$ cat src/rtl/assert_macros.svh
// Assertion macros shared by the responder RTL.
// Depends on clk_i and rst_ni being visible where a macro is used.
`ifndef ASSERT_MACROS_SVH
`define ASSERT_MACROS_SVH

`ifndef SYNTHESIS

// A property that must hold at every clock edge outside reset.
`define GCR_ASSERT(lbl, prop) \
  lbl: assert property (@(posedge clk_i) disable iff (!rst_ni) (prop)) \
    else $error("responder assertion failed");

// A condition that must be followed by another in the next cycle.
`define GCR_ASSERT_NEXT(lbl, pre, post) \
  lbl: assert property (@(posedge clk_i) disable iff (!rst_ni) (pre) |=> (post)) \
    else $error("responder assertion failed");

`else

`define GCR_ASSERT(lbl, prop)
`define GCR_ASSERT_NEXT(lbl, pre, post)

`endif

`endif

$ cat src/rtl/gcr_pkg.sv
// Types, codes and constant tables of the game-pad command responder.
// No dependencies; every other RTL module imports this package.
package gcr_pkg;

  // Width of a saturated response length; covers lengths up to 127.
  localparam int unsigned LEN_W = 7;

  localparam logic [1:0] CMD_FRAME = 2'd0;
  localparam logic [1:0] CMD_BTN   = 2'd1;
  localparam logic [1:0] CMD_AXIS  = 2'd2;

  localparam logic [7:0] OP_STATUS   = 8'h40;
  localparam logic [7:0] OP_POLLMASK = 8'h41;
  localparam logic [7:0] OP_POLL     = 8'h42;
  localparam logic [7:0] OP_CONFIG   = 8'h43;
  localparam logic [7:0] OP_SETMODE  = 8'h44;
  localparam logic [7:0] OP_MODEL    = 8'h45;
  localparam logic [7:0] OP_ACTINFO  = 8'h46;
  localparam logic [7:0] OP_COMBO    = 8'h47;
  localparam logic [7:0] OP_MODEINFO = 8'h4C;
  localparam logic [7:0] OP_SETPOLL  = 8'h4F;

  localparam logic [7:0] ID_DIG  = 8'h41;
  localparam logic [7:0] ID_ANA  = 8'h73;
  localparam logic [7:0] ID_ANAP = 8'h79;
  localparam logic [7:0] ID_CFG  = 8'hF3;
  localparam logic [7:0] BYTE_SYNC = 8'h5A;
  localparam logic [7:0] BYTE_IDLE = 8'hFF;
  localparam logic [7:0] STICK_CENTER = 8'h7F;
  localparam logic [23:0] POLL_RESET = 24'h03FFFF;

  localparam logic [7:0] MODEL_INFO [6] = '{8'h03, 8'h02, 8'h00, 8'h02, 8'h01, 8'h00};

  localparam logic [7:0] INFO_ROWS [5][5] = '{
    '{8'h00, 8'h01, 8'h02, 8'h00, 8'h0A},
    '{8'h00, 8'h01, 8'h01, 8'h01, 8'h14},
    '{8'h00, 8'h02, 8'h00, 8'h01, 8'h00},
    '{8'h00, 8'h00, 8'h04, 8'h00, 8'h00},
    '{8'h00, 8'h00, 8'h07, 8'h00, 8'h00}
  };

  // Button bit reported in each pressure byte, response bytes 9 to 20.
  localparam logic [3:0] PRESS_BIT [12] = '{
    4'd13, 4'd15, 4'd12, 4'd14, 4'd4, 4'd5, 4'd6, 4'd7, 4'd2, 4'd3, 4'd0, 4'd1
  };

  typedef enum logic [2:0] {
    K_HDR  = 3'd0,
    K_STAT = 3'd1,
    K_MASK = 3'd2,
    K_POLL = 3'd3,
    K_MODE = 3'd4,
    K_MODL = 3'd5,
    K_ROW  = 3'd6,
    K_SETP = 3'd7
  } kind_e;

  typedef struct packed {
    logic [1:0]  command;
    logic [1:0]  port_id;
    logic [7:0]  pad_opcode;
    logic [7:0]  arg_a;
    logic [7:0]  arg_b;
    logic [7:0]  arg_c;
    logic [8:0]  response_length;
    logic [15:0] button_mask;
    logic        pressed;
    logic [1:0]  axis_index;
    logic [7:0]  axis_value;
  } in_item_t;

  typedef struct packed {
    logic [7:0] resp_byte;
    logic       resp_last;
    logic [7:0] large_motor;
    logic       small_motor;
  } out_item_t;

  // One classified frame with the pad state it reads, waiting for playback.
  typedef struct packed {
    kind_e            kind;
    logic             dead;
    logic [7:0]       hdr;
    logic [2:0]       row;
    logic             dig;
    logic [23:0]      poll;
    logic [15:0]      bt;
    logic [31:0]      sticks;
    logic [LEN_W-1:0] len;
    logic [7:0]       lm;
    logic             sm;
  } job_t;

  typedef struct packed {
    logic valid;
    logic full;
  } q_status_t;

endpackage

$ cat src/rtl/gcr_front.sv
// Front end: holds the pad state, applies updates and classifies frames.
// Depends on gcr_pkg.
module gcr_front #(
  parameter int unsigned PAD_COUNT    = 2,
  parameter int unsigned MAX_RESPONSE = 32
) (
  input  logic              clk_i,
  input  logic              rst_ni,
  input  logic              accept_i,
  input  gcr_pkg::in_item_t item_i,
  output logic              push_o,
  output gcr_pkg::job_t     job_o
);
  import gcr_pkg::*;

  logic [15:0] buttons_q [2];
  logic [7:0]  mode_q [2];
  logic        cfg_q [2];
  logic [23:0] poll_q [2];
  logic [7:0]  stick_q [8];
  logic        sm_q [2];
  logic [7:0]  lm_q [2];

  logic             pad;
  logic             port_ok;
  logic [LEN_W-1:0] len;
  job_t             job;

  assign pad     = item_i.port_id[0];
  assign port_ok = ({1'b0, item_i.port_id} < 3'(PAD_COUNT));

  always_comb begin
    if (item_i.response_length > 9'(MAX_RESPONSE)) begin
      len = LEN_W'(MAX_RESPONSE);
    end else begin
      len = item_i.response_length[LEN_W-1:0];
    end
  end

  always_comb begin
    job        = '0;
    job.kind   = K_HDR;
    job.dead   = !port_ok;
    job.hdr    = cfg_q[pad] ? ID_CFG : mode_q[pad];
    job.dig    = (mode_q[pad] == ID_DIG);
    job.poll   = poll_q[pad];
    job.bt     = buttons_q[pad];
    job.sticks = {stick_q[{pad, 2'd3}], stick_q[{pad, 2'd2}],
                  stick_q[{pad, 2'd1}], stick_q[{pad, 2'd0}]};
    job.len    = len;
    job.lm     = lm_q[pad];
    job.sm     = sm_q[pad];
    unique case (item_i.pad_opcode)
      OP_STATUS:   job.kind = K_STAT;
      OP_POLLMASK: job.kind = K_MASK;
      OP_POLL: begin
        job.kind = K_POLL;
        job.lm   = item_i.arg_b;
        job.sm   = item_i.arg_a[0];
      end
      OP_SETMODE:  job.kind = K_MODE;
      OP_MODEL:    job.kind = K_MODL;
      OP_ACTINFO: begin
        job.kind = K_ROW;
        job.row  = (item_i.arg_a == 8'h00) ? 3'd0 : 3'd1;
      end
      OP_COMBO: begin
        job.kind = K_ROW;
        job.row  = 3'd2;
      end
      OP_MODEINFO: begin
        job.kind = K_ROW;
        job.row  = (item_i.arg_a == 8'h00) ? 3'd3 : 3'd4;
      end
      OP_SETPOLL:  job.kind = K_SETP;
      default:     job.kind = K_HDR;
    endcase
    if (!port_ok) begin
      job.lm = 8'h00;
      job.sm = 1'b0;
    end
  end

  assign job_o  = job;
  assign push_o = accept_i && (item_i.command == CMD_FRAME) && (len != '0);

  always_ff @(posedge clk_i or negedge rst_ni) begin
    if (!rst_ni) begin
      for (int p = 0; p < 2; p++) begin
        buttons_q[p] <= 16'hFFFF;
        mode_q[p]    <= ID_ANA;
        cfg_q[p]     <= 1'b0;
        poll_q[p]    <= POLL_RESET;
        sm_q[p]      <= 1'b0;
        lm_q[p]      <= 8'h00;
      end
      for (int s = 0; s < 8; s++) begin
        stick_q[s] <= STICK_CENTER;
      end
    end else if (accept_i && port_ok) begin
      unique case (item_i.command)
        CMD_BTN: begin
          if (item_i.pressed) begin
            buttons_q[pad] <= buttons_q[pad] & ~item_i.button_mask;
          end else begin
            buttons_q[pad] <= buttons_q[pad] | item_i.button_mask;
          end
        end
        CMD_AXIS: begin
          // Axis numbers 0..3 map to stick slots 2,3,0,1.
          stick_q[{pad, item_i.axis_index ^ 2'd2}] <= item_i.axis_value;
        end
        CMD_FRAME: begin
          unique case (item_i.pad_opcode)
            OP_POLL: begin
              sm_q[pad] <= item_i.arg_a[0];
              lm_q[pad] <= item_i.arg_b;
            end
            OP_CONFIG: cfg_q[pad] <= (item_i.arg_a == 8'h01);
            OP_SETMODE: mode_q[pad] <= (item_i.arg_a == 8'h01) ? ID_ANA : ID_DIG;
            OP_SETPOLL: begin
              mode_q[pad] <= ID_ANAP;
              poll_q[pad] <= {item_i.arg_c, item_i.arg_b, item_i.arg_a};
            end
            default: ;
          endcase
        end
        default: ;
      endcase
    end
  end

endmodule

$ cat src/rtl/gcr_queue.sv
// Two-entry queue of classified frames between front and back end.
// Depends on gcr_pkg.
module gcr_queue (
  input  logic                clk_i,
  input  logic                rst_ni,
  input  logic                push_i,
  input  gcr_pkg::job_t       wdata_i,
  input  logic                pop_i,
  output gcr_pkg::job_t       rdata_o,
  output gcr_pkg::q_status_t  status_o
);
  import gcr_pkg::*;

  job_t       mem_q [2];
  logic       wr_ptr_q;
  logic       rd_ptr_q;
  logic [1:0] count_q;

  assign rdata_o        = mem_q[rd_ptr_q];
  assign status_o.valid = (count_q != 2'd0);
  assign status_o.full  = (count_q == 2'd2);

  always_ff @(posedge clk_i) begin
    if (push_i) begin
      mem_q[wr_ptr_q] <= wdata_i;
    end
  end

  always_ff @(posedge clk_i or negedge rst_ni) begin
    if (!rst_ni) begin
      wr_ptr_q <= 1'b0;
      rd_ptr_q <= 1'b0;
      count_q  <= 2'd0;
    end else begin
      if (push_i) begin
        wr_ptr_q <= !wr_ptr_q;
      end
      if (pop_i) begin
        rd_ptr_q <= !rd_ptr_q;
      end
      if (push_i && !pop_i) begin
        count_q <= count_q + 2'd1;
      end else if (pop_i && !push_i) begin
        count_q <= count_q - 2'd1;
      end
    end
  end

endmodule

$ cat src/rtl/gcr_back.sv
// Back end: plays out each queued frame, one byte per unstalled cycle.
// Depends on gcr_pkg.
module gcr_back (
  input  logic               clk_i,
  input  logic               rst_ni,
  input  gcr_pkg::job_t      head_i,
  input  logic               head_valid_i,
  output logic               pop_o,
  output logic               out_valid_o,
  input  logic               out_stall_i,
  output gcr_pkg::out_item_t out_item_o
);
  import gcr_pkg::*;

  function automatic logic [7:0] byte_at(job_t j, logic [LEN_W-1:0] i);
    logic [7:0] b;
    logic [LEN_W-1:0] k;
    b = BYTE_IDLE;
    k = '0;
    if (j.dead) begin
      b = BYTE_IDLE;
    end else if (i == LEN_W'(1)) begin
      b = j.hdr;
    end else if (i == LEN_W'(2)) begin
      b = BYTE_SYNC;
    end else if (i >= LEN_W'(3)) begin
      unique case (j.kind)
        K_STAT: begin
          if (i == LEN_W'(5)) b = 8'h02;
          else if (i == LEN_W'(8)) b = BYTE_SYNC;
          else if (i <= LEN_W'(7)) b = 8'h00;
        end
        K_MASK: begin
          if (i <= LEN_W'(8)) begin
            if (j.dig) b = 8'h00;
            else if (i == LEN_W'(3)) b = j.poll[7:0];
            else if (i == LEN_W'(4)) b = j.poll[15:8];
            else if (i == LEN_W'(5)) b = j.poll[23:16];
            else if (i == LEN_W'(8)) b = BYTE_SYNC;
            else b = 8'h00;
          end
        end
        K_POLL: begin
          if (i == LEN_W'(3)) begin
            b = j.bt[15:8];
          end else if (i == LEN_W'(4)) begin
            b = j.bt[7:0];
          end else if (i <= LEN_W'(8)) begin
            if (j.len >= LEN_W'(9)) begin
              k = i - LEN_W'(5);
              b = j.sticks[{k[1:0], 3'd0} +: 8];
            end
          end else if (i <= LEN_W'(20)) begin
            if (j.len == LEN_W'(21)) begin
              k = i - LEN_W'(9);
              b = j.bt[PRESS_BIT[k[3:0]]] ? 8'h00 : 8'hFF;
            end
          end
        end
        K_MODE: begin
          if (i <= LEN_W'(4)) b = 8'h00;
          else if (i <= LEN_W'(8) && j.len == LEN_W'(9)) b = 8'h00;
        end
        K_MODL: begin
          if (i == LEN_W'(5)) begin
            b = j.dig ? 8'h00 : 8'h01;
          end else if (i <= LEN_W'(8)) begin
            k = i - LEN_W'(3);
            b = MODEL_INFO[k[2:0]];
          end
        end
        K_ROW: begin
          if (i >= LEN_W'(4) && i <= LEN_W'(8)) begin
            k = i - LEN_W'(4);
            b = INFO_ROWS[j.row][k[2:0]];
          end
        end
        K_SETP: begin
          if (i == LEN_W'(8)) b = BYTE_SYNC;
          else if (i <= LEN_W'(7)) b = 8'h00;
        end
        default: b = BYTE_IDLE;
      endcase
    end
    return b;
  endfunction

  logic [LEN_W-1:0] idx_q;
  logic             out_valid_q;
  out_item_t        out_q;
  logic             load;
  logic             last;

  assign load  = head_valid_i && (!out_valid_q || !out_stall_i);
  assign last  = (idx_q == head_i.len - LEN_W'(1));
  assign pop_o = load && last;

  assign out_valid_o = out_valid_q;
  assign out_item_o  = out_q;

  always_ff @(posedge clk_i) begin
    if (load) begin
      out_q.resp_byte   <= byte_at(head_i, idx_q);
      out_q.resp_last   <= last;
      out_q.large_motor <= head_i.lm;
      out_q.small_motor <= head_i.sm;
    end
  end

  always_ff @(posedge clk_i or negedge rst_ni) begin
    if (!rst_ni) begin
      idx_q       <= '0;
      out_valid_q <= 1'b0;
    end else begin
      if (load) begin
        out_valid_q <= 1'b1;
        idx_q       <= last ? '0 : idx_q + LEN_W'(1);
      end else if (!out_stall_i) begin
        out_valid_q <= 1'b0;
      end
    end
  end

endmodule

$ cat src/rtl/gamepad_command_responder.sv
// Top level of the game-pad command responder for two pads.
// Depends on gcr_pkg, gcr_front, gcr_queue, gcr_back and assert_macros.svh.
//
//   channel   direction  handshake                   payload
//   input     in         in_valid_i / in_stall_o     in_item_i  (gcr_pkg::in_item_t)
//   output    out        out_valid_o / out_stall_i   out_item_o (gcr_pkg::out_item_t)
//
// A transaction is taken on the input channel at every cycle in which the two-entry
// frame queue is not full; button and axis updates take effect in that cycle.
// A command frame of N saturated bytes plays out one byte per cycle unless the output
// stalls, counted by the back end's byte counter; the next frame follows at once.
// Reset is asynchronous and active low; afterwards every pad is released, centered
// and in analog mode, and the block takes transactions as soon as reset is released.
// A stall on the output holds the registered byte and, once the queue fills, stalls
// the input; updates and frames are still applied strictly in arrival order.
module gamepad_command_responder #(
  parameter int unsigned PAD_COUNT    = 2,
  parameter int unsigned MAX_RESPONSE = 32
) (
  input  logic               clk_i,
  input  logic               rst_ni,
  input  logic               in_valid_i,
  output logic               in_stall_o,
  input  gcr_pkg::in_item_t  in_item_i,
  output logic               out_valid_o,
  input  logic               out_stall_i,
  output gcr_pkg::out_item_t out_item_o
);
  import gcr_pkg::*;

  `include "assert_macros.svh"

  logic      accept;
  logic      q_push;
  logic      q_pop;
  job_t      front_job;
  job_t      head_job;
  q_status_t q_status;

  // The front end may only take a transaction when a frame it produces has room.
  assign in_stall_o = q_status.full;
  assign accept     = in_valid_i && !q_status.full;

  gcr_front #(
    .PAD_COUNT    (PAD_COUNT),
    .MAX_RESPONSE (MAX_RESPONSE)
  ) u_front (
    .clk_i    (clk_i),
    .rst_ni   (rst_ni),
    .accept_i (accept),
    .item_i   (in_item_i),
    .push_o   (q_push),
    .job_o    (front_job)
  );

  gcr_queue u_queue (
    .clk_i    (clk_i),
    .rst_ni   (rst_ni),
    .push_i   (q_push),
    .wdata_i  (front_job),
    .pop_i    (q_pop),
    .rdata_o  (head_job),
    .status_o (q_status)
  );

  // The back end reads the queue head in place and pops it with the final byte.
  gcr_back u_back (
    .clk_i        (clk_i),
    .rst_ni       (rst_ni),
    .head_i       (head_job),
    .head_valid_i (q_status.valid),
    .pop_o        (q_pop),
    .out_valid_o  (out_valid_o),
    .out_stall_i  (out_stall_i),
    .out_item_o   (out_item_o)
  );

  `GCR_ASSERT(a_no_push_full, !(q_push && q_status.full))
  `GCR_ASSERT(a_no_pop_empty, !q_pop || q_status.valid)
  `GCR_ASSERT_NEXT(a_pop_frees, q_pop && !q_push, !q_status.full)

endmodule

$ cat config.mk
export PLATFORM = sky130hd
export DESIGN_NAME = gamepad_command_responder
export DESIGN_NICKNAME = d
export VERILOG_FILES = /design/src/rtl/gcr_pkg.sv /design/src/rtl/gcr_front.sv /design/src/rtl/gcr_queue.sv /design/src/rtl/gcr_back.sv /design/src/rtl/gamepad_command_responder.sv
export VERILOG_INCLUDE_DIRS = /design/src /design/src/rtl
export SDC_FILE = /design/constraint.sdc
export NUM_CORES = 1
export LEC_CHECK = 0
export BUFFER_PORTS_ARGS = -buffer_cell sky130_fd_sc_hd__buf_4
export CAP_MARGIN = 20
export CORE_MARGIN = 2
export CORE_UTILIZATION = 61
export DETAILED_ROUTE_END_ITERATION = 7
export PLACE_DENSITY = 0.83
export REMOVE_ABC_BUFFERS = 1
export SYNTH_ARGS = -nofsm -noshare
export SYNTH_HDL_FRONTEND = slang
export SYNTH_SLANG_ARGS = --single-unit
$ cat constraint.sdc
create_clock -name clk_i -period 8 [get_ports clk_i]
set_input_delay 1.6 -clock clk_i [delete_from_list [all_inputs] [get_ports clk_i]]
set_output_delay 1.6 -clock clk_i [all_outputs]
set_load 0.01 [all_outputs]
; Yosys cells after proc, flatten, opt, wreduce, memory -nomap -nowiden
; Memories as Yosys holds them, arrays and structs flattened.
; Cells that the tools add are included.
[totals]
mem_bits_ro = 448
ram_bits = 208
in_bits = 76
mem_count = 4
wordCells = 250
ff_bits = 210
latch_bits = 0
output_inout_bits = 20
[op_classes]
div = 0
add_sub_neg = 8
n_eq_ne = 32
n_reduce_logical = 34
n_bitwise = 17
magnitude_cmp = 22
n_mux = 103
shifts = 1
n_mul = 0
[mem_list]
columns = memory, depth, word_bits, rd, rd_ports_with_merged_regs, write_ports, line
row1 = (name not given), 8, 40, 1, 0, 0, gcr_back.sv:75  ; b = INFO_ROWS[j.row][k[2:0]];
row2 = u_queue.mem_q, 2, 104, 1, 0, 1, gcr_queue.sv:14  ; job_t mem_q [2];
row3 = (name not given), 8, 8, 1, 0, 0, gcr_back.sv:69  ; b = MODEL_INFO[k[2:0]];
row4 = (name not given), 16, 4, 1, 0, 0, gcr_back.sv:56  ; b = j.bt[PRESS_BIT[k[3:0]]] ? 8'h00 : 8'hFF;
[op_table]
columns = cell, count
row1 = $mux W8, 44
row2 = $bmux W8 S3, 5
row3 = $mux W24, 4
row4 = $eq A8 B7 Y1 const B, 11
row5 = $mux W40, 2
row6 = $bwmux W32, 2
row7 = $bwmux W64, 1
row8 = $mux W16, 4
row9 = $pmux W8 S7, 1
row10 = $bwmux W48, 1
row11 = $bwmux W16, 2
row12 = $ge A4 B4 Y1 const B, 8
row13 = $mux W32, 1
row14 = $not A3 Y4, 8
row15 = $pmux W16 S2, 1
row16 = $shiftx A32 B6 Y8, 1
row17 = $demux W24 S1, 1
row18 = $demux W8 S3, 1
row19 = $mux W7, 3
row20 = $pmux W3 S7, 1
row21 = $mux W9, 2
row22 = $and A16 B16 Y16, 1
row23 = $demux W16 S1, 1
row24 = $not A16 Y16, 1
row25 = 60 further kinds, 110

; Longest topological paths before layout
; Gate-level depths: netlist (run 1).
[depth]
word_depth = 17
depth_mapped = 16
ltp_nobuf = 11

; By module
; A second synthesis (run 1) with hierarchy kept.
[unflattened]
cells_unflattened = 1388
area_unflattened_um2 = 19608.8
[by_module_without_submodules]
columns = module, cells_each, instances, area_per_inst_um2
row1 = gcr_front, 690, 1, 8673.3
row2 = gcr_queue, 340, 1, 7945.1
row3 = gcr_back, 357, 1, 2976.6
row4 = gamepad_command_responder, 1, 1, 13.8

; Worst setup path after synthesis (run 1)
; Ideal clock, no wire load.
[synth_timing]
kind = input-to-reg
from = input port in_item_i[71] in the netlist's numbering
to = memory u_queue.mem_q[0][0] in the netlist's numbering (enable)
setup_slack_ns = 1.151
n_path_buf = 0
setup_time_ns = 0.568
t_arrival_ns = 6.281
path_stages = 3
cell_sequence = nor3_1 o211ai_1 nor2_1
[synth_via]
elab_chain_len = 5
[synth_rtl]
columns = item, line
row1 = from (decl), gamepad_command_responder.sv:24  ; input gcr_pkg::in_item_t in_item_i,
row2 = $logic_not A2 Y1, gcr_front.sv:85  ; assign push_o = accept_i && (item_i.command == CMD_FRAME) && (len != '0);
row3 = $logic_and A1 B1 Y1 (2 in series), gcr_front.sv:85
row4 = $mux W1, gcr_queue.sv:24  ; if (push_i) begin
row5 = $mux W1 (not written as such), gcr_queue.sv:25  ; mem_q[wr_ptr_q] <= wdata_i;
row6 = to (decl), gcr_queue.sv:14
; Every way passes these cells.

; Worst setup path in the final report (run 1)
[layout_timing]
from = register u_queue.rd_ptr_q
to = register u_queue.count_q[1]
[layout_via]
elab_chain_len = 7
[layout_rtl]
columns = item, line
row1 = from (decl), gcr_queue.sv:16  ; logic rd_ptr_q;
row2 = from (signal assigned), gcr_queue.sv:39  ; rd_ptr_q <= !rd_ptr_q;
row3 = $mem_v2 Z2 W104 *, -
row4 = $sub A7 B1 Y7 *, gcr_back.sv:95  ; assign last = (idx_q == head_i.len - LEN_W'(1));
row5 = $eq A7 B7 Y1 *, gcr_back.sv:95
row6 = $logic_and A1 B1 Y1 *, gcr_back.sv:96  ; assign pop_o = load && last;
row7 = $logic_not A1 Y1, gcr_queue.sv:41  ; if (push_i && !pop_i) begin
row8 = $logic_and A1 B1 Y1, gcr_queue.sv:41
row9 = $mux W2 / $reduce_bool A2 Y1 (equally long branches), -
row10 = to (signal assigned), gcr_queue.sv:42  ; count_q <= count_q + 2'd1;
row11 = to (signal assigned), gcr_queue.sv:44  ; count_q <= count_q - 2'd1;
row12 = to (decl), gcr_queue.sv:17  ; logic [1:0] count_q;
; Every way passes the cells marked *; elsewhere a longest branch is shown, timed or not.
; A chain may end at the register's enable or synchronous reset.

==> summary.md, run 1 <==
| Metric | Value |
|---|---|
| Drt drc | `0` |
| Routed WL | `42.6 mm` |
| First-pass GRT wire length | `67.6 mm` |
| Biggest fanout along the worst timing path | `55` |
| Synthesis-stage register bit count | `418` |
| Hold WS | `0.478 ns` |
| Yosys cell types | `84` |
| Grt total ovfl | `0` |
| Synthesized instance count | `1,344` |
| Syn. warnings | `0` |
| Post-Syn Area | `19,000 µm²` |
| Reg-to-Reg Start | `u_queue.rd_ptr_q` |
| Worst hold start | `u_front.buttons_q[31]` |
| Pwr dens | `298 nW/µm²` |
| Critical Path AT | `4.65 ns` |
| Leading cell type in the layout, fill and taps excluded | `edfxtp_1` |
| Initial core utilization | `0.619` |
| Post-route minimum period | `4.20 ns` |
| Core region area | `30,700 µm²` |
| CP top delay family | `simple AND/OR/NAND/NOR gates` |
| Slew of the pin with the lowest slew margin | `1.16 ns` |
| Post-synthesis sequential area ratio | `0.619` |
| Htree depth | `2` |
| Post-route ant nets | `0` |
| Final-layout fill cell count | `1,965` |
| Critical path origin | `u_queue.rd_ptr_q` |
| # port buffers | `95` |
| DPL Wire Length | `27.3 mm` |
| Tcrit/Tclk final | `0.525` |
| Nets | `1,521` |
| Setup Fix Bufs, Post-CTS | `0` |
| # IOs | `96` |
| Crit path capture type | `register` |
| Initial antenna violation count | `0` |
| RSZ-0062 raised after global routing | `no` |
| Maxcap violations | `0` |
| Root Driver | `clkbuf_16` |
| Crit-path max cell delay | `1.03 ns` |
| GP Congestion | `0.914` |
| Crit path max-delay cell type | `dfrtp_4` |
| Vias in the first global route | `12,200` |
| Clk buf depth | `3` |
| Routed length per instance | `22.9 µm` |
| Antenna diodes | `0` |
| Worst-path cell chain | `mux2i_1 -> ha_1 -> o21ai_1 -> o21a_1 -> or4_4 -> nor4_4 -> inv_1 -> ha_1 -> xor2_1 -> nor2_1 -> xor2_1` |
| Worst vdd ir | `0.227 mV` |
| Iteration-0 DRC Markers | `1,207` |
| Die Y | `180 µm` |
| Clock slew at reported path FFs | `0.06 ns` |
| Overall routing resource usage | `0.262` |
| Synth async-reset ratio | `0.459` |
| Slew headroom | `0.216` |
| Startpoint types | `register` |
| Clock latency on the worst-skew pair | `0.54 ns` |
| Worst path required time | `8.45 ns` |
| Status | `complete, no violations` |
| Ys flop type | `edfxtp_1` |
| Post-CTS sizing | `0` |
| Share of cells above drive strength 1 | `0.394` |
| Most frequent cells in the layout | `226 x edfxtp_1, 220 x mux2_2, 134 x dfstp_2` |
| Via-to-Cell Ratio | `6.37` |
| Hold Violations, Final | `0` |
| Max Slew Vio Count | `0` |
| Placement row count | `64` |
| WP buf/inv | `1` |
| CTS tree | `built` |
| Syn Area/Cell | `14.1 µm²` |
| Final setup violation count | `0` |
| Setup CP Type | `reg2reg` |
| Via count | `11,900` |
| Hold Path Class | `reg2reg` |
| Clk_skew | `0.0221 ns` |
| Die ar. | `32,600 µm²` |
| CTS buffer count | `43` |
| Hold bufs inserted after CTS | `0` |
| Number of flops mapped to enable cells by yosys | `226` |
| Pleak | `8.18 nW` |
| Die W | `180 µm` |
| Max Fclk | `0.238 GHz` |
| Area grow syn2layout | `13.6%` |
| Clock Sinks | `418` |
| Final TNS setup | `0 ns` |
| Largest net degree at the start of global routing | `89` |
| Router iterations before antenna repair | `6` |
Yosys cell counts, drive strengths merged (18+ instances only):
cell type | n | area share
a21oi | 74 | 0.020
nand2 | 58 | 0.011
mux4 | 20 | 0.024
edfxtp | 226 | 0.36
o21ai | 34 | 0.0090
dfrtp | 58 | 0.076
inv | 18 | 0.0036
a31oi | 38 | 0.013
mux2i | 73 | 0.039
nor3 | 29 | 0.0090
buf | 29 | 0.0079
nor2 | 66 | 0.013
mux2 | 221 | 0.13
clkbuf | 38 | 0.0075
a211oi | 18 | 0.0071
dfstp | 134 | 0.19
sequential cells by signal (all words and copies together), names as in the netlist:
| signal | count |
|---|---|
| u_back.idx_q | 7 |
| u_back.out_item_o | 18 |
| u_back.out_valid_o | 1 |
| u_front.buttons_q | 32 |
| u_front.cfg_q | 2 |
| u_front.lm_q | 16 |
| u_front.mode_q | 16 |
| u_front.poll_q | 48 |
| u_front.sm_q | 2 |
| u_front.stick_q | 64 |
| u_queue.count_q | 2 |
| u_queue.mem_q | 208 |
| u_queue.rd_ptr_q | 1 |
| u_queue.wr_ptr_q | 1 |
power by group:
group,internal (W),leakage (nW),switching (W)
Clock,0.00119,0.708,0.000806
Sequential,0.00269,4.25,0.000212
Combinational,0.000635,3.21,0.000898
metal layers:
metal / GRT usage / routed length (µm)
met4: 0.0777 / 1130
met1: 0.358 / 17600
met2: 0.440 / 21500
met3: 0.0398 / 2450
met5: 0 / 0
cell type report:
| type | instances | area [µm²] | share of cell area |
|---|---|---|---|
| clock buffers | 67 | 1310 | 0.0607 |
| clock inverters | 12 | 130 | 0.00603 |
| inverters | 19 | 71.3 | 0.00330 |
| multi-input cells | 841 | 6900 | 0.320 |
| flip-flops and latches | 418 | 11800 | 0.545 |
| well taps | 396 | 495 | 0.0230 |
| repair buffers | 110 | 912 | 0.0423 |
worst paths after layout:
path,end,slack [ns],cells past startpoint
hold / removal,u_front.buttons_q[31],0.48,2
setup / recovery,u_queue.count_q[1],3.80,11
setup reg to reg,u_queue.count_q[1],3.80,11
hold reg to reg,u_front.buttons_q[31],0.48,2
min in group asynchronous,u_front.lm_q[10],0.96,1
max in group asynchronous,u_queue.rd_ptr_q,5.74,2
tightest hold or removal path, stage by stage, from the launching register on:
cell     delay [ns]
dfstp_2        0.37
nand2_1        0.04
o21ai_0        0.06
through the flow:
stage                      util  cell area, µm²  setup WS, ns  cells  power (W)
final                     0.704           21600          3.80   1863    0.00643
after global routing      0.704           21600          3.53   1863    0.00670
after CTS                 0.700           21500          3.81   1858    0.00643
after detailed placement  0.653           20000          3.32   1779    0.00442
after global placement    0.653           20000          3.41   1778    0.00436
after floorplan               -           18700          1.15   1278    0.00390
logic make-up after synthesis:
family,share of synthesized area
AOI/OAI and AO/OA,0.0768
xor gates and xnor gates,0.00738
adders and majority gates,0.00843
buffers and inverters,0.0192
DFF,0.619
muxes,0.194
other,0.000197
and+or+nand+nor,0.0749
(Power assumes the default switching activity.)
==> run 2, diff against run 1 <==
CORE_UTILIZATION = 55   (was 61)
PLACE_DENSITY = 0.8   (was 0.83)
clock period = 3.6 ns   (was 8 ns; I/O delays follow)
==> run 2 against run 1 <==
Critical path depth is the same; critical endpoint unchanged; largest cell class unchanged; clock skew grew 0.0031 ns; register-to-register slack lost 3.4 ns; combinational power grew 130%; fmax grew 30%; first-iteration DRC count shrank 11%; routed wire length is essentially flat; core utilization shrank 6.7 points; sequential cell count is the same.
==> summary.md, run 2 (synthesized netlist as in run 1, its figures left out) <==
| Metric | Value |
|---|---|
| Status | `complete, no violations` |
| Hold Violations, Final | `0` |
| Final Core Density | `0.637` |
| Worst-path cell chain | `mux2i_4 -> ha_1 -> o21ai_1 -> o21a_1 -> or4_4 -> nor4_4 -> inv_1 -> ha_1 -> xor2_1 -> nor2_1 -> xor2_1` |
| Post-CTS sizing | `0` |
| Clock power frac | `0.308` |
| First-pass GRT wire length | `66.8 mm` |
| Routed WL | `42.6 mm` |
| Non-filler cells, final | `1,951` |
| Critical Path AT | `3.70 ns` |
| Post-route ant nets | `0` |
| Biggest fanout along the worst timing path | `8` |
| Tcrit/Tclk final | `0.896` |
| Sw Ratio | `0.300` |
| Pleak | `8.29 nW` |
| Slew headroom | `0.293` |
| Router iterations before antenna repair | `6` |
| CP top delay family | `simple AND/OR/NAND/NOR gates` |
| Area grow syn2layout | `14.9%` |
| Routed length per instance | `21.9 µm` |
| Largest net degree at the start of global routing | `74` |
| Initial core utilization | `0.554` |
| Comb pwr share | `0.247` |
| Startpoint types | `register` |
| Maxcap violations | `0` |
| CTS buffer count | `43` |
| Clock Sinks | `418` |
| Crit path max-delay cell type | `or4_4` |
| Iteration-0 DRC Markers | `1,070` |
| GP Congestion | `0.924` |
| Die Y | `190 µm` |
| Share of cells above drive strength 1 | `0.404` |
| Hold Path Class | `in2async` |
| Clk buf depth | `3` |
| Placement row count | `68` |
| Net Switching | `0.00429 W` |
| Via-to-Cell Ratio | `6.05` |
| Setup WS pre-CTS | `0.371 ns` |
| Worst vdd ir | `0.441 mV` |
| Die ar. | `36,000 µm²` |
| Clock slew at reported path FFs | `0.06 ns` |
| DPL Wire Length | `28.8 mm` |
| Seq pwr share | `0.446` |
| Max Fclk | `0.310 GHz` |
| Crit path capture type | `register` |
| Setup ws final | `0.374 ns` |
| WP buf/inv | `1` |
| Setup Fix Bufs, Post-CTS | `0` |
| # IOs | `96` |
| RSZ-0062 raised after global routing | `no` |
| Clock latency on the worst-skew pair | `0.57 ns` |
| Sequential cell area | `11,800 µm²` |
| Slew of the pin with the lowest slew margin | `1.05 ns` |
| Drt drc | `0` |
| Antenna diodes | `0` |
| # port buffers | `95` |
| CTS tree | `built` |
| Clk_skew | `0.0252 ns` |
| Via count | `11,800` |
| Vias in the first global route | `12,000` |
| Pwr dens | `654 nW/µm²` |
| Post-route minimum period | `3.23 ns` |
| Setup CP Type | `reg2reg` |
| Final-layout fill cell count | `2,441` |
| Placed cell count | `1,871` |
| Pint | `0.0100 W` |
| Die W | `190 µm` |
| Htree depth | `2` |
| Max Slew Vio Count | `0` |
| Worst path required time | `4.07 ns` |
| Multi-input logic area | `6900 µm²` |
| Final setup violation count | `0` |
| Overall routing resource usage | `0.239` |
| Hold bufs inserted after CTS | `0` |
| Nets | `1,549` |
| Core region area | `34,300 µm²` |
| Initial antenna violation count | `0` |
| Crit-path max cell delay | `0.58 ns` |
| Grt total ovfl | `0` |
| Root Driver | `clkbuf_16` |
| Max FFs per register | `208` |
| Top Registers | `u_queue.mem_q: 208 flops, u_front.stick_q: 64 flops, u_front.poll_q: 48 flops` |
| Largest reg by FF count | `u_queue.mem_q` |
| Most frequent cells in the layout | `226 x edfxtp_1, 220 x mux2_2, 134 x dfstp_2` |
| Leading cell type in the layout, fill and taps excluded | `edfxtp_1` |
## run 2: cell types whose count changed in the layout (fill, tap and decap cells not counted), moves of 2 or more
cell	delta
buf_4	+28
buf_12	+6
buf_16	-3
buf_8	-3
clkinv_1	+3
clkinv_2	-3
clkbuf_16	-2
clkinvlp_4	+2
## run 2: area by class of cell
cell class	count	share of cell area
repair buffers	138	0.0511
clock buffers	64	0.0571
multi-input cells	841	0.316
well taps	455	0.0261
clock inverters	16	0.00791
inverters	19	0.00327
flip-flops and latches	418	0.539
## run 2: final timing paths
check	cells after the start	endpoint	start	slack, ns
worst max-delay path	11	u_queue.count_q[1]	u_queue.rd_ptr_q	0.37
worst min-delay path	1	u_front.poll_q[45]	rst_ni	0.19
worst max register to register	11	u_queue.count_q[1]	u_queue.rd_ptr_q	0.37
worst min register to register	2	u_front.buttons_q[31]	u_front.buttons_q[31]	0.48
max in group asynchronous	2	u_front.stick_q[45]	rst_ni	2.55
min in group clk_i	2	u_front.buttons_q[25]	in_item_i[20]	0.33
## run 2: stage by stage
step / hold slack [ns] / total power, W / TNS (ns) / instance area (µm²)
after floorplan: 0.424 / 0.00866 / -332.63 / 18700
after global placement: 0.462 / 0.00980 / 0 / 20400
after detailed placement: 0.483 / 0.00990 / 0 / 20400
after CTS: 0.201 / 0.0143 / 0 / 21800
after global routing: 0.224 / 0.0149 / 0 / 21800
final: 0.187 / 0.0143 / 0 / 21800
## run 2: power groups by stage
| stage | sequential, W | clock (W) | combinational, W |
|---|---|---|---|
| floorplan | 0.00651 | 0 | 0.00215 |
| global placement | 0.00640 | 0 | 0.00340 |
| detailed placement | 0.00643 | 0 | 0.00347 |
| CTS | 0.00635 | 0.00447 | 0.00350 |
| global route | 0.00643 | 0.00466 | 0.00379 |
| finish | 0.00636 | 0.00440 | 0.00352 |
## run 2: per-layer routing
| layer | GRT usage | up-vias | wire length, µm |
|---|---|---|---|
| li1 | - | 5360 | - |
| met5 | 0 | - | 0 |
| met3 | 0.0398 | 86 | 2210 |
| met4 | 0.0736 | 0 | 1010 |
| met1 | 0.315 | 6023 | 17900 |
| met2 | 0.407 | 344 | 21500 |
